--- src/pae_pkg.sv ---
// ----------------------------------------------------------------------------
// pae_pkg
// Shared types and constants of the primitive assembly expander.
// ----------------------------------------------------------------------------
`default_nettype none

package pae_pkg;

	localparam int INDEX_BITS    = 32;
	localparam int CFG_DATA_BITS = 32;
	localparam int CFG_IDX_BITS  = 2;
	localparam int FIFO_DEPTH    = 4;
	localparam int PTR_BITS      = $clog2(FIFO_DEPTH);
	localparam int CNT_BITS      = $clog2(FIFO_DEPTH + 1);

	typedef logic [INDEX_BITS-1:0] index_t;

	typedef enum logic [2:0] {
		MODE_TRI_LIST   = 3'd0,
		MODE_TRI_STRIP  = 3'd1,
		MODE_TRI_FAN    = 3'd2,
		MODE_LINES      = 3'd3,
		MODE_LINE_STRIP = 3'd4,
		MODE_LINE_LOOP  = 3'd5,
		MODE_POINTS     = 3'd6,
		MODE_NONE       = 3'd7
	} mode_t;

	typedef enum logic [CFG_IDX_BITS-1:0] {
		REG_TOPOLOGY      = 2'd0,
		REG_RESTART_ON    = 2'd1,
		REG_RESTART_VALUE = 2'd2,
		REG_UNUSED        = 2'd3
	} reg_idx_t;

	typedef struct packed {
		mode_t  mode;
		logic   restart_on;
		index_t restart_value;
	} cfg_t;

	typedef struct packed {
		logic [1:0] count;
		logic [1:0] phase;
		logic       odd;
		index_t     first;
		index_t     older;
		index_t     newer;
	} seg_state_t;

	typedef struct packed {
		index_t a;
		index_t b;
		index_t c;
		logic   last;
	} tri_t;

	typedef struct packed {
		logic [1:0] n;
		tri_t       r0;
		tri_t       r1;
	} push_t;

endpackage

`default_nettype wire

--- src/primitive_assembly_expander_top.sv ---
// ----------------------------------------------------------------------------
// primitive_assembly_expander_top
// Vertex index stream to triangle index triples, with primitive restart.
// ----------------------------------------------------------------------------
// The block takes one vertex index per cycle unless stalled and, in the same
// cycle, turns it into zero, one or two triangle triples for a four-entry
// result queue; the output drains one triple per cycle unless stalled. Input
// stall rises only when fewer than two queue entries are free, so a steady
// index stream flows at one index per cycle unless the output stalls. Points
// become (p,p,p) and lines (a,b,b). With restart on, an index equal to the
// restart value closes the segment and is dropped; end_of_draw closes it after
// its index is used. last_of_run marks the final triple of each request.
// Write configuration only while the block is idle.
// ----------------------------------------------------------------------------
`default_nettype none

module primitive_assembly_expander_top (
	input  logic                                 clk,
	input  logic                                 arst_n,
	input  logic                                 cfg_write,
	input  logic [pae_pkg::CFG_IDX_BITS-1:0]     cfg_index,
	input  logic [pae_pkg::CFG_DATA_BITS-1:0]    cfg_data,
	input  logic                                 in_valid,
	output logic                                 in_stall,
	input  logic [pae_pkg::INDEX_BITS-1:0]       vtx_index,
	input  logic                                 end_of_draw,
	output logic                                 out_valid,
	input  logic                                 out_stall,
	output logic [pae_pkg::INDEX_BITS-1:0]       corner_a,
	output logic [pae_pkg::INDEX_BITS-1:0]       corner_b,
	output logic [pae_pkg::INDEX_BITS-1:0]       corner_c,
	output logic                                 last_of_run
);

	pae_pkg::cfg_t                 cfg_q;
	pae_pkg::seg_state_t           seg_q;
	pae_pkg::seg_state_t           seg_next;
	pae_pkg::push_t                step_push;
	pae_pkg::push_t                fifo_push;
	pae_pkg::tri_t                 head;
	logic [pae_pkg::CNT_BITS-1:0]  fifo_count;
	logic                          in_take;
	logic                          out_take;

	// Hold off new requests unless two free entries can absorb a worst case.
	assign in_stall = (fifo_count > pae_pkg::CNT_BITS'(pae_pkg::FIFO_DEPTH - 2));
	assign in_take  = in_valid && !in_stall;
	assign out_valid = (fifo_count != '0);
	assign out_take  = out_valid && !out_stall;

	// Configuration registers; an index past the list is dropped.
	always_ff @(posedge clk or negedge arst_n) begin
		if (!arst_n) begin
			cfg_q.mode          <= pae_pkg::MODE_TRI_LIST;
			cfg_q.restart_on    <= 1'b0;
			cfg_q.restart_value <= '1;
		end else if (cfg_write) begin
			case (pae_pkg::reg_idx_t'(cfg_index))
				pae_pkg::REG_TOPOLOGY: begin
					cfg_q.mode <= pae_pkg::mode_t'(cfg_data[2:0]);
				end
				pae_pkg::REG_RESTART_ON: begin
					cfg_q.restart_on <= cfg_data[0];
				end
				pae_pkg::REG_RESTART_VALUE: begin
					cfg_q.restart_value <= cfg_data[pae_pkg::INDEX_BITS-1:0];
				end
				default: begin
					cfg_q <= cfg_q;
				end
			endcase
		end
	end

	// Segment tracking: advance only on an accepted request.
	always_ff @(posedge clk or negedge arst_n) begin
		if (!arst_n) begin
			seg_q <= '0;
		end else if (in_take) begin
			seg_q <= seg_next;
		end
	end

	pae_assemble u_assemble (
		.cfg          (cfg_q),
		.cur          (seg_q),
		.vtx_index    (vtx_index),
		.end_of_draw  (end_of_draw),
		.nxt          (seg_next),
		.push         (step_push)
	);

	// Drop the step's triangles unless the request is actually taken.
	always_comb begin
		fifo_push = step_push;
		if (!in_take) begin
			fifo_push.n = 2'd0;
		end
	end

	pae_result_fifo u_fifo (
		.clk    (clk),
		.arst_n (arst_n),
		.push   (fifo_push),
		.pop    (out_take),
		.head   (head),
		.count  (fifo_count)
	);

	assign corner_a    = head.a;
	assign corner_b    = head.b;
	assign corner_c    = head.c;
	assign last_of_run = head.last;

endmodule

`default_nettype wire

--- src/pae_assemble.sv ---
// ----------------------------------------------------------------------------
// pae_assemble
// Combinational step: one index plus segment state gives the next state and
// up to two triangles.
// ----------------------------------------------------------------------------
`default_nettype none

module pae_assemble (
	input  pae_pkg::cfg_t       cfg,
	input  pae_pkg::seg_state_t cur,
	input  pae_pkg::index_t     vtx_index,
	input  logic                end_of_draw,
	output pae_pkg::seg_state_t nxt,
	output pae_pkg::push_t      push
);

	pae_pkg::seg_state_t upd;
	pae_pkg::tri_t       prim;
	pae_pkg::tri_t       clos;
	logic                prim_ok;
	logic                clos_ok;
	logic                is_restart;
	logic                is_loop;

	assign is_restart = cfg.restart_on && (vtx_index == cfg.restart_value);
	assign is_loop    = (cfg.mode == pae_pkg::MODE_LINE_LOOP);

	always_comb begin
		prim    = '0;
		prim_ok = 1'b0;
		upd     = cur;
		case (cfg.mode)
			pae_pkg::MODE_TRI_LIST: begin
				prim_ok   = (cur.phase == 2'd2);
				prim      = '{cur.older, cur.newer, vtx_index, 1'b0};
				upd.phase = (cur.phase >= 2'd2) ? 2'd0 : cur.phase + 2'd1;
			end
			pae_pkg::MODE_TRI_STRIP: begin
				prim_ok = cur.count[1];
				if (cur.odd) begin
					prim = '{cur.newer, cur.older, vtx_index, 1'b0};
				end else begin
					prim = '{cur.older, cur.newer, vtx_index, 1'b0};
				end
				upd.odd = cur.odd ^ cur.count[1];
			end
			pae_pkg::MODE_TRI_FAN: begin
				prim_ok = cur.count[1];
				prim    = '{cur.first, cur.newer, vtx_index, 1'b0};
			end
			pae_pkg::MODE_LINES: begin
				prim_ok   = (cur.phase == 2'd1);
				prim      = '{cur.newer, vtx_index, vtx_index, 1'b0};
				upd.phase = (cur.phase == 2'd1) ? 2'd0 : 2'd1;
			end
			pae_pkg::MODE_LINE_STRIP, pae_pkg::MODE_LINE_LOOP: begin
				prim_ok = (cur.count != 2'd0);
				prim    = '{cur.newer, vtx_index, vtx_index, 1'b0};
			end
			pae_pkg::MODE_POINTS: begin
				prim_ok = 1'b1;
				prim    = '{vtx_index, vtx_index, vtx_index, 1'b0};
			end
			default: begin
				prim_ok = 1'b0;
			end
		endcase
		if (cur.count == 2'd0) begin
			upd.first = vtx_index;
		end
		if (cur.count != 2'd3) begin
			upd.count = cur.count + 2'd1;
		end
		upd.older = cur.newer;
		upd.newer = vtx_index;
	end

	always_comb begin
		push = '0;
		nxt  = upd;
		clos = '0;
		if (is_restart) begin
			clos_ok = is_loop && cur.count[1];
			clos    = '{cur.newer, cur.first, cur.first, 1'b1};
			nxt     = '0;
			push.n  = {1'b0, clos_ok};
			push.r0 = clos;
		end else begin
			clos_ok = end_of_draw && is_loop && upd.count[1];
			clos    = '{upd.newer, upd.first, upd.first, 1'b1};
			if (end_of_draw) begin
				nxt = '0;
			end
			if (prim_ok) begin
				push.r0      = prim;
				push.r0.last = !clos_ok;
				push.r1      = clos;
				push.n       = clos_ok ? 2'd2 : 2'd1;
			end else begin
				push.r0 = clos;
				push.n  = {1'b0, clos_ok};
			end
		end
	end

endmodule

`default_nettype wire

--- src/pae_result_fifo.sv ---
// ----------------------------------------------------------------------------
// pae_result_fifo
// Small result queue: takes up to two triangles per cycle, hands out one.
// ----------------------------------------------------------------------------
`default_nettype none

module pae_result_fifo (
	input  logic                            clk,
	input  logic                            arst_n,
	input  pae_pkg::push_t                  push,
	input  logic                            pop,
	output pae_pkg::tri_t                   head,
	output logic [pae_pkg::CNT_BITS-1:0]    count
);

	pae_pkg::tri_t                 mem_q [pae_pkg::FIFO_DEPTH];
	logic [pae_pkg::PTR_BITS-1:0]  wptr_q;
	logic [pae_pkg::PTR_BITS-1:0]  rptr_q;
	logic [pae_pkg::CNT_BITS-1:0]  count_q;
	logic [pae_pkg::PTR_BITS-1:0]  wptr_1;

	assign wptr_1 = wptr_q + pae_pkg::PTR_BITS'(1);
	assign head   = mem_q[rptr_q];
	assign count  = count_q;

	always_ff @(posedge clk) begin
		if (push.n != 2'd0) begin
			mem_q[wptr_q] <= push.r0;
		end
		if (push.n == 2'd2) begin
			mem_q[wptr_1] <= push.r1;
		end
	end

	always_ff @(posedge clk or negedge arst_n) begin
		if (!arst_n) begin
			wptr_q  <= '0;
			rptr_q  <= '0;
			count_q <= '0;
		end else begin
			wptr_q  <= wptr_q + pae_pkg::PTR_BITS'(push.n);
			rptr_q  <= rptr_q + pae_pkg::PTR_BITS'(pop);
			count_q <= count_q + pae_pkg::CNT_BITS'(push.n) - pae_pkg::CNT_BITS'(pop);
		end
	end

endmodule

`default_nettype wire

--- config.mk ---
export PLATFORM = sky130hd
export DESIGN_NAME = primitive_assembly_expander_top
export DESIGN_NICKNAME = d
export VERILOG_FILES = /design/src/pae_pkg.sv /design/src/primitive_assembly_expander_top.sv /design/src/pae_assemble.sv /design/src/pae_result_fifo.sv
export SDC_FILE = /design/constraint.sdc
export NUM_CORES = 1
export LEC_CHECK = 0
export BUFFER_PORTS_ARGS = -buffer_cell sky130_fd_sc_hd__buf_2
export CORE_UTILIZATION = 30
export DETAILED_ROUTE_END_ITERATION = 12
export GPL_TIMING_DRIVEN = 0
export PLACE_DENSITY = 0.5
export SYNTH_ARGS = -nofsm -noshare
export SYNTH_HDL_FRONTEND = slang
export SYNTH_SLANG_ARGS = --single-unit
--- constraint.sdc ---
create_clock -name clk -period 16.9 [get_ports clk]
set_clock_uncertainty 0.2 [all_clocks]
set_input_delay 5.07 -clock clk [delete_from_list [all_inputs] [get_ports clk]]
set_output_delay 5.07 -clock clk [all_outputs]
set_load 0.03 [all_outputs]
==> results of run 1 <==
power by group:
| part | internal (mW) | total, mW | switching (mW) |
|---|---|---|---|
| sequential | 1.81 | 2.09 | 0.277 |
| clock | 0.897 | 1.49 | 0.594 |
| combinational | 1.02 | 2.91 | 1.89 |
| total | 3.73 | 6.49 | 2.76 |
sequential cells by signal (all words and copies together) (netlist names):
| signal | count |
|---|---|
| cfg_q | 36 |
| u_fifo.wptr_q | 2 |
| u_fifo.count | 3 |
| u_fifo.rptr_q | 2 |
| seg_q | 101 |
| u_fifo.mem_q | 388 |
worst reg2reg max path, cell delays in order, from the launching register on:
cell	delay (ns)
dfrtp_1	0.36
clkbuf_1	0.42
inv_1	0.25
clkbuf_1	0.35
nor2_1	0.41
nand3_1	0.14
nor2_1	0.12
ha_1	0.25
inv_1	0.12
nand2_1	0.21
or3_1	0.40
buf_4	0.24
buf_4	0.24
buf_2	0.26
o21ai_4	0.42
buf_12	0.29
buf_12	0.23
buf_12	0.24
worst max-delay path by stage:
| stage | from | endpoint | slack (ns) |
|---|---|---|---|
| after floorplan | vtx_index[1] | u_fifo.mem_q[1][0]$_DFFE_PP_ | 3.00 |
| after global placement | vtx_index[2] | u_fifo.mem_q[1][93]$_DFFE_PP_ | -5.00 |
| after detailed placement | vtx_index[2] | u_fifo.mem_q[2][93]$_DFFE_PP_ | 7.29 |
| after CTS | u_fifo.rptr_q[1]$_DFF_PN0_ | corner_a[15] | 7.90 |
| after global routing | vtx_index[26] | u_fifo.mem_q[2][1]$_DFFE_PP_ | 7.74 |
| final | vtx_index[2] | u_fifo.mem_q[2][20]$_DFFE_PP_ | 7.77 |
routing by layer:
metal	track usage [%]	up-vias
met2	37.17	998
met1	30.61	11530
met3	3.540	196
met4	8.204	0
li1	-	9872
met5	0	-
cell families after synthesis:
kind of cell / count (synthesis)
AOI/OAI and AO/OA: 745
xor gates and xnor gates: 35
adders and majority gates: 7
buffers and inverters: 251
DFF: 532
muxes: 291
and+or+nand+nor: 621
Yosys cell counts, types with 3 or more instances:
| master | n | area [um2] |
|---|---|---|
| mux2_2 | 33 | 371.6 |
| o2bb2ai_1 | 3 | 26.28 |
| a22oi_1 | 13 | 97.59 |
| o22ai_1 | 3 | 18.77 |
| buf_1 | 13 | 48.80 |
| a221oi_4 | 8 | 210.2 |
| ha_1 | 6 | 75.07 |
| nand2_1 | 237 | 889.6 |
| a22oi_2 | 30 | 375.4 |
| mux2i_1 | 161 | 1612 |
| a221oi_1 | 8 | 70.07 |
| a31oi_1 | 4 | 25.02 |
| xnor2_1 | 31 | 271.5 |
| nand4_1 | 11 | 68.82 |
| edfxtp_1 | 388 | 11650 |
| o21ai_2 | 3 | 26.28 |
| a32o_1 | 7 | 70.07 |
| dfstp_2 | 32 | 840.8 |
| or2_2 | 3 | 18.77 |
| o21ai_1 | 90 | 450.4 |
| a221oi_2 | 12 | 180.2 |
| xor2_1 | 4 | 35.03 |
| and2_1 | 37 | 231.5 |
| clkbuf_1 | 108 | 405.4 |
| nand2b_1 | 4 | 25.02 |
| a21oi_1 | 287 | 1436 |
| nand3_1 | 9 | 45.04 |
| and3_1 | 21 | 131.4 |
| nor3_2 | 22 | 220.2 |
| nor4_1 | 3 | 18.77 |
| nor3b_1 | 34 | 255.2 |
| nor3_1 | 21 | 105.1 |
| o21ai_0 | 147 | 735.7 |
| buf_6 | 6 | 67.56 |
| or3_1 | 8 | 50.05 |
| nor2_1 | 167 | 626.9 |
| mux4_2 | 97 | 2185 |
| o22ai_2 | 20 | 250.2 |
| inv_1 | 12 | 45.04 |
| dfrtp_1 | 112 | 2803 |
| buf_4 | 33 | 247.7 |
| a22o_1 | 100 | 875.8 |
| buf_2 | 75 | 375.4 |
| nor2b_1 | 36 | 225.2 |
stage by stage:
stage | setup TNS, ns | cells | worst slack, ns | cell area [um2] | hold slack [ns]
3_5_place_dp | 0 | 3914 | 7.290 | 31770 | 0.3036
5_1_grt | 0 | 4036 | 7.742 | 34030 | 0.3231
4_1_cts | 0 | 4035 | 7.897 | 34020 | 0.3087
2_1_floorplan | 0 | 2482 | 2.997 | 29010 | 0.2624
6_report | 0 | 4037 | 7.768 | 34030 | 0.3009
3_3_place_gp | -546.47 | 3888 | -5.000 | 31290 | 0.2825
layout make-up:
class,count,area (um2)
Timing Repair Buffer,167,1145
Sequential cell,532,15290
Tap cell,1265,1583
Fill cell,9401,61410
Clock buffer,84,1802
Inverter,14,52.55
Antenna cell,2,5.005
Clock inverter,37,452.9
Buffer,237,1155
Multi-Input combinational cell,1699,12540
==> impl_metrics.yaml, run 1 <==
outcome:
  run_status: "completed"
die:
  std_cell_rows: 113
  ios: 171
  die_height_um: 312.9
  die-width_um: 312.9
  initial_core_util_pct: 30.39
  core-area_um2: 95440
  full_die_area_um2: 97930
route:
  wirelength_met1_um: 48050
  route.detailed.drc: 0
  routed.top_layer: "met4"
  initialDrtViolationCount: 2213
  route.vias.total: 22600
  avgViaCountPerCell: 5.598
  route.detailed.wl_per_inst_um: 28.05
  detailed_route_wirelength_on_metal2_um: 53730
  totalWireLength_um: 113300
  wl_met3_um: 7091
  ant_nets: 0
  drt_pass1_iterations: 6
yosys:
  synth_top_family_by_area: "compound AO/OA/AOI/OAI gates"
  synth_xor_area_share_pct: 1.057
  ys_types: 62
  flip_flop_and_latch_count_after_synthesis: 532
  postSynthCellCount: 2482
  synth.yosys.warnings: 0
  dominantRegCellSynth: "edfxtp_1"
  synth_mux_area_share_pct: 14.37
  syn-cell-area_um2: 29010
  post_synthesis_simple_gate_area_fraction_pct: 10.31
  synth_edf_count: 388
  mean_instance_size_in_the_synthesized_netlist_um2: 11.69
  async_flop_share_pct: 27.07
  synth_compound_gate_area_share_pct: 17.04
  synth-adder-area-share_pct: 0.3278
  synth_sequential_area_ratio_pct: 52.73
  postSynthNetCount: 2561
timing:
  top_achievable_clock_speed_mhz: 109.5
  report.final.hold_viol_count: 0
  final-max-slew-violation-count: 0
  finalCriticalPeriod_ns: 9.132
  timing.slew.headroom_pct: 10.94
  timing.final.crit_share_pct: 54.03
  worst-slew-pin-transition_ns: 1.331
  setup_repair_after_global_routing_missed_its_margin: "false"
  final_setup_violation_count: 0
critical_path:
  crit_type: "in2reg"
  timing.critical_path.slowest_cell_delay_ns: 0.79
  critPathMostFrequentCell: "buf_12"
  cp_top_family: "buffers and inverters"
  cp_endpoint_kind: "flip-flop"
  critical-path-slowest-cell: "o21ai_4"
  r2r_cells: 17
  crit_chain: "clkbuf_2 > xnor2_1 > nand4_1 > nor4_1 > and3_1 > buf_4 > buf_6 > buf_4 > nor3_1 > a21o_1 > o21ai_4 > buf_12 > buf_12 > buf_12"
  critical_path_cell_count: 14
  r2r-end: "u_fifo.mem_q[2][20]$_DFFE_PP_"
  start_kind: "input pin"
  arr_time_crit_path_ns: 9.23
  r2r-start: "cfg_q[33]$_DFFE_PN0P_"
  cp_data_required_time_ns: 17.00
  critical_path_buf_inv_count: 7
  rrSetupSlack_ns: 11.42
  critical_path.max_fanout: 21
clock_network:
  cts_setup_buffers: 0
  cts.htree.levels: 3
  cts_made_buffers: 67
  tritoncts_num_sinks: 532
  post_cts.resized_instances: 0
  worst_skew_pair.late_latency_ns: 0.62
  cts_tree: "done"
  maximum_clock_insertion_buffer_count: 3
  clock-root-buffer: "clkbuf_16"
  ctsHoldBuffers: 0
  cts.reportedPaths.clkPinSlew_ns: 0.05
worst_hold_path:
  hold_path.startpoint: "u_fifo.count[2]$_DFF_PN0_"
  hold-path-cell-count: 1
  timing.hold.worst.class: "reg2reg"
  worstHoldEndpoint: "u_fifo.count[2]$_DFF_PN0_"
placement:
  dp_hpwl_um: 83630
  place.port_buffers: 141
  finalWeightedCongestion: 0.9337
cells_and_area:
  layout.cells.most_common: "edfxtp_1"
  layout.cells.most_common_list: "388 x edfxtp_1, 287 x a21oi_1, 237 x nand2_1, 215 x buf_2, 166 x nor2_1"
  nets: 2797
  layout-drive-gt1-share_pct: 23.79
  postLayoutCoreUtil_pct: 35.66
  flow.area_growth_from_synthesis_pct: 17.32
grt:
  wire_length_of_the_first_global_routing_pass_um: 162600
  grt_max_degree: 76
  vias_in_the_first_global_route: 22540
  grt_antenna_before_repair: 4
  grt.total_usage_pct: 22.78
  grt_remaining_overflow: 0
power:
  ir_worst_vdd_v: 0.00009112
  power.leakage_nw: 12.92
  finalPower_mw: 6.492
  power_density_nw_per_um2: 190.8
job:
  maxCapViolations: 0
No activity file was read; power rests on OpenSTA's default activity.
==> run 2: changes to the inputs <==
--- a/config.mk
+++ b/config.mk
@@ -5,11 +5,12 @@
 export SDC_FILE = /design/constraint.sdc
 export NUM_CORES = 1
 export LEC_CHECK = 0
+export ABC_AREA = 1
 export BUFFER_PORTS_ARGS = -buffer_cell sky130_fd_sc_hd__buf_2
 export CORE_UTILIZATION = 30
 export DETAILED_ROUTE_END_ITERATION = 12
 export GPL_TIMING_DRIVEN = 0
-export PLACE_DENSITY = 0.5
+export PLACE_DENSITY = 0.52
 export SYNTH_ARGS = -nofsm -noshare
 export SYNTH_HDL_FRONTEND = slang
 export SYNTH_SLANG_ARGS = --single-unit
==> constraint.sdc (replaced) <==
create_clock -name clk -period 8 [get_ports clk]
set_clock_uncertainty 0.2 [all_clocks]
set_input_delay 2.4 -clock clk [delete_from_list [all_inputs] [get_ports clk]]
set_output_delay 2.4 -clock clk [all_outputs]
set_load 0.03 [all_outputs]
==> impl_metrics.yaml, run 2 <==
yosys:
  synth.yosys.warnings: 0
  synth_mux_area_share_pct: 0.1815
  synth_xor_area_share_pct: 0.3630
  synth_top_family_by_area: "simple AND/OR/NAND/NOR gates"
  synth_edf_count: 388
  netlist.area_leader.share_pct: 37.56
  async_flop_share_pct: 27.07
  mean_instance_size_in_the_synthesized_netlist_um2: 7.601
  yosysMostFrequentCell: "nand2_1"
  post_synthesis_simple_gate_area_fraction_pct: 25.78
  flip_flop_and_latch_count_after_synthesis: 532
  synth.cells.most_frequent: "1,423 x nand2_1, 580 x o21ai_0, 388 x edfxtp_1"
  post_synth_main_area_contributors: "edfxtp_1 38%, nand2_1 17%, o21ai_0 9.4%"
  syn-cell-area_um2: 31020
  synth_sequential_area_ratio_pct: 49.31
  postSynthCellCount: 4081
  yosys.area.top_type: "edfxtp_1"
  ys_types: 39
  synth_compound_gate_area_share_pct: 16.24
  dominantRegCellSynth: "edfxtp_1"
  synth-adder-area-share_pct: 0.3066
  postSynthNetCount: 4160
route:
  ant_nets: 0
  wirelength_met1_um: 58310
  totalWireLength_um: 143200
  route.detailed.drc: 0
  initialDrtViolationCount: 3986
  routed.top_layer: "met5"
  drt_pass1_iterations: 7
  wl_met3_um: 15170
  avgViaCountPerCell: 5.451
  route.detailed.wl_per_inst_um: 24.97
  detailed_route_wirelength_on_metal2_um: 62850
  route.vias.total: 31260
die:
  die-width_um: 323.6
  die_height_um: 323.6
  std_cell_rows: 117
  full_die_area_um2: 104700
  ios: 171
  initial_core_util_pct: 30.36
  core-area_um2: 102200
power:
  power.switching_mw: 7.742
  p_sw_share_pct: 50.87
  ir_worst_vdd_v: 0.0002227
  internal_power_mw: 7.476
  pwr-share-seq_pct: 27.1
  power_density_nw_per_um2: 424.9
  clock_power_share_pct: 19.0
  pwr-share-comb_pct: 54.0
  power.leakage_nw: 15.20
clock_network:
  cts_setup_buffers: 0
  cts_tree: "done"
  clock-root-buffer: "clkbuf_16"
  post_cts.resized_instances: 0
  maximum_clock_insertion_buffer_count: 3
  worst_skew_pair.late_latency_ns: 0.68
  cts.htree.levels: 2
  cts.reportedPaths.clkPinSlew_ns: 0.06
  tritoncts_num_sinks: 532
  ctsHoldBuffers: 0
  cts_made_buffers: 61
cells_and_area:
  combined_flip_flop_and_latch_cell_area_um2: 15290
  nets: 4393
  largest_reg_flops: 388
  largest_regs: "u_fifo.mem_q: 388 flops, seg_q: 101 flops, cfg_q: 36 flops"
  layout-drive-gt1-share_pct: 10.95
  area_taken_by_multi_input_logic_gates_um2: 13330
  layout.cells.most_common_list: "1,419 x nand2_1, 580 x o21ai_0, 388 x edfxtp_1, 301 x nor2_1, 244 x inv_1"
  flow.area_growth_from_synthesis_pct: 15.48
  layout.cells.most_common: "nand2_1"
  filler_cell_count: 11050
  post-route-cell-area_um2: 35820
  top_register: "u_fifo.mem_q"
grt:
  grt_antenna_before_repair: 3
  wire_length_of_the_first_global_routing_pass_um: 203600
  grt.total_usage_pct: 26.78
  grt_max_degree: 94
  grt_remaining_overflow: 0
  vias_in_the_first_global_route: 28960
timing:
  report.final.hold_viol_count: 0
  finalSetupTns_ns: 0
  final_setup_violation_count: 0
  setup_repair_after_global_routing_missed_its_margin: "false"
  finalCriticalPeriod_ns: 7.394
  worst-slew-pin-transition_ns: 1.254
  top_achievable_clock_speed_mhz: 135.2
  timing.final.crit_share_pct: 92.43
  timing.slew.headroom_pct: 16.43
  final-max-slew-violation-count: 0
  postLayoutSetupSlackWorst_ns: 0.6059
critical_path:
  start_kind: "flip-flop"
  crit_type: "reg2out"
  critical_path.max_fanout: 10
  cp_data_required_time_ns: 5.40
  cp_endpoint_kind: "primary output"
  arr_time_crit_path_ns: 4.79
outcome:
  run_status: "completed"
job:
  maxCapViolations: 0
placement:
  finalWeightedCongestion: 1.001
  placedInstanceArea_um2: 33800
  place.port_buffers: 162
  dpl_worst_slack_ns: 1.361
  dp_hpwl_um: 104200
worst_hold_path:
  timing.hold.worst.class: "reg2reg"
[run 2: cell count changes in the layout (fill, tap and decap cells not counted), moves of 76 or more]
cell,delta
inv_1,+232
clkbuf_1,+76
nand3_1,+174
o21ai_0,+433
nor2_1,+135
mux2i_1,-161
a21oi_1,-225
o22ai_1,+160
a22o_1,-100
mux4_2,-97
nand2_1,+1182
[run 2: worst max-delay path: stages (launching register included)]
cell      delay, ns
dfrtp_1        0.79
clkbuf_1       0.79
clkbuf_1       0.99
clkbuf_1       0.67
nor2_1         0.11
o22ai_1        0.46
buf_2          0.30
[run 2: stage by stage]
step	power (mW)	hold slack, ns	utilization (%)	instances
4_1_cts	15.08	0.2819	35.05	5733
3_3_place_gp	12.17	0.2703	32.83	5611
2_1_floorplan	9.012	0.2599	-	4081
5_1_grt	16.02	0.2935	35.05	5733
6_report	15.22	0.2837	35.06	5735
3_5_place_dp	12.21	0.2723	33.08	5619
[run 2: kinds of logic after synthesis]
group,count (synthesis)
simple gates,2002
compound gates,948
buf+inv,575
flops,532
xor+xnor,12
fa+ha+maj,7
mux,5
[run 2: path summary, 6_finish.rpt]
check / startpoint / end / slack, ns / cells after the start
setup / recovery: u_fifo.rptr_q[0]$_DFF_PN0_ / corner_b[29] / 0.61 / 6
hold / removal: cfg_q[4]$_DFFE_PN1P_ / cfg_q[4]$_DFFE_PN1P_ / 0.28 / 2
setup reg to reg: cfg_q[33]$_DFFE_PN0P_ / u_fifo.mem_q[1][51]$_DFFE_PP_ / 2.37 / 17
hold reg to reg: cfg_q[4]$_DFFE_PN1P_ / cfg_q[4]$_DFFE_PN1P_ / 0.28 / 2
max in group asynchronous: arst_n / u_fifo.count[2]$_DFF_PN0_ / 5.24 / 2
min in group asynchronous: arst_n / seg_q[17]$_DFFE_PN0P_ / 1.48 / 1
[run 2: cell type report]
class                      count  area share [%]
clock buffer                  71           4.450
multi-input combinational   2974           37.21
clock inverter                43           1.174
sequential                   532           42.70
inverter                     269           2.826
timing repair buffer         170           2.906
antenna                        2         0.01397
tap                         1368           4.778
buffer                       306           3.940
[run 2: layer usage]
metal	vias up	track usage [%]
li1	14150	-
met1	14930	36.09
met2	1877	41.17
met3	301	5.569
met4	4	12.16
met5	-	0
[run 2: power by group through the flow]
| stage | sequential, mW | clock (mW) | combinational, mW |
|---|---|---|---|
| after CTS | 4.10 | 2.90 | 8.08 |
| after detailed placement | 4.16 | 0 | 8.05 |
| final | 4.12 | 2.89 | 8.21 |
| after floorplan | 4.06 | 0 | 4.95 |
| after global placement | 4.18 | 0 | 7.99 |
| after global routing | 4.15 | 3.00 | 8.87 |
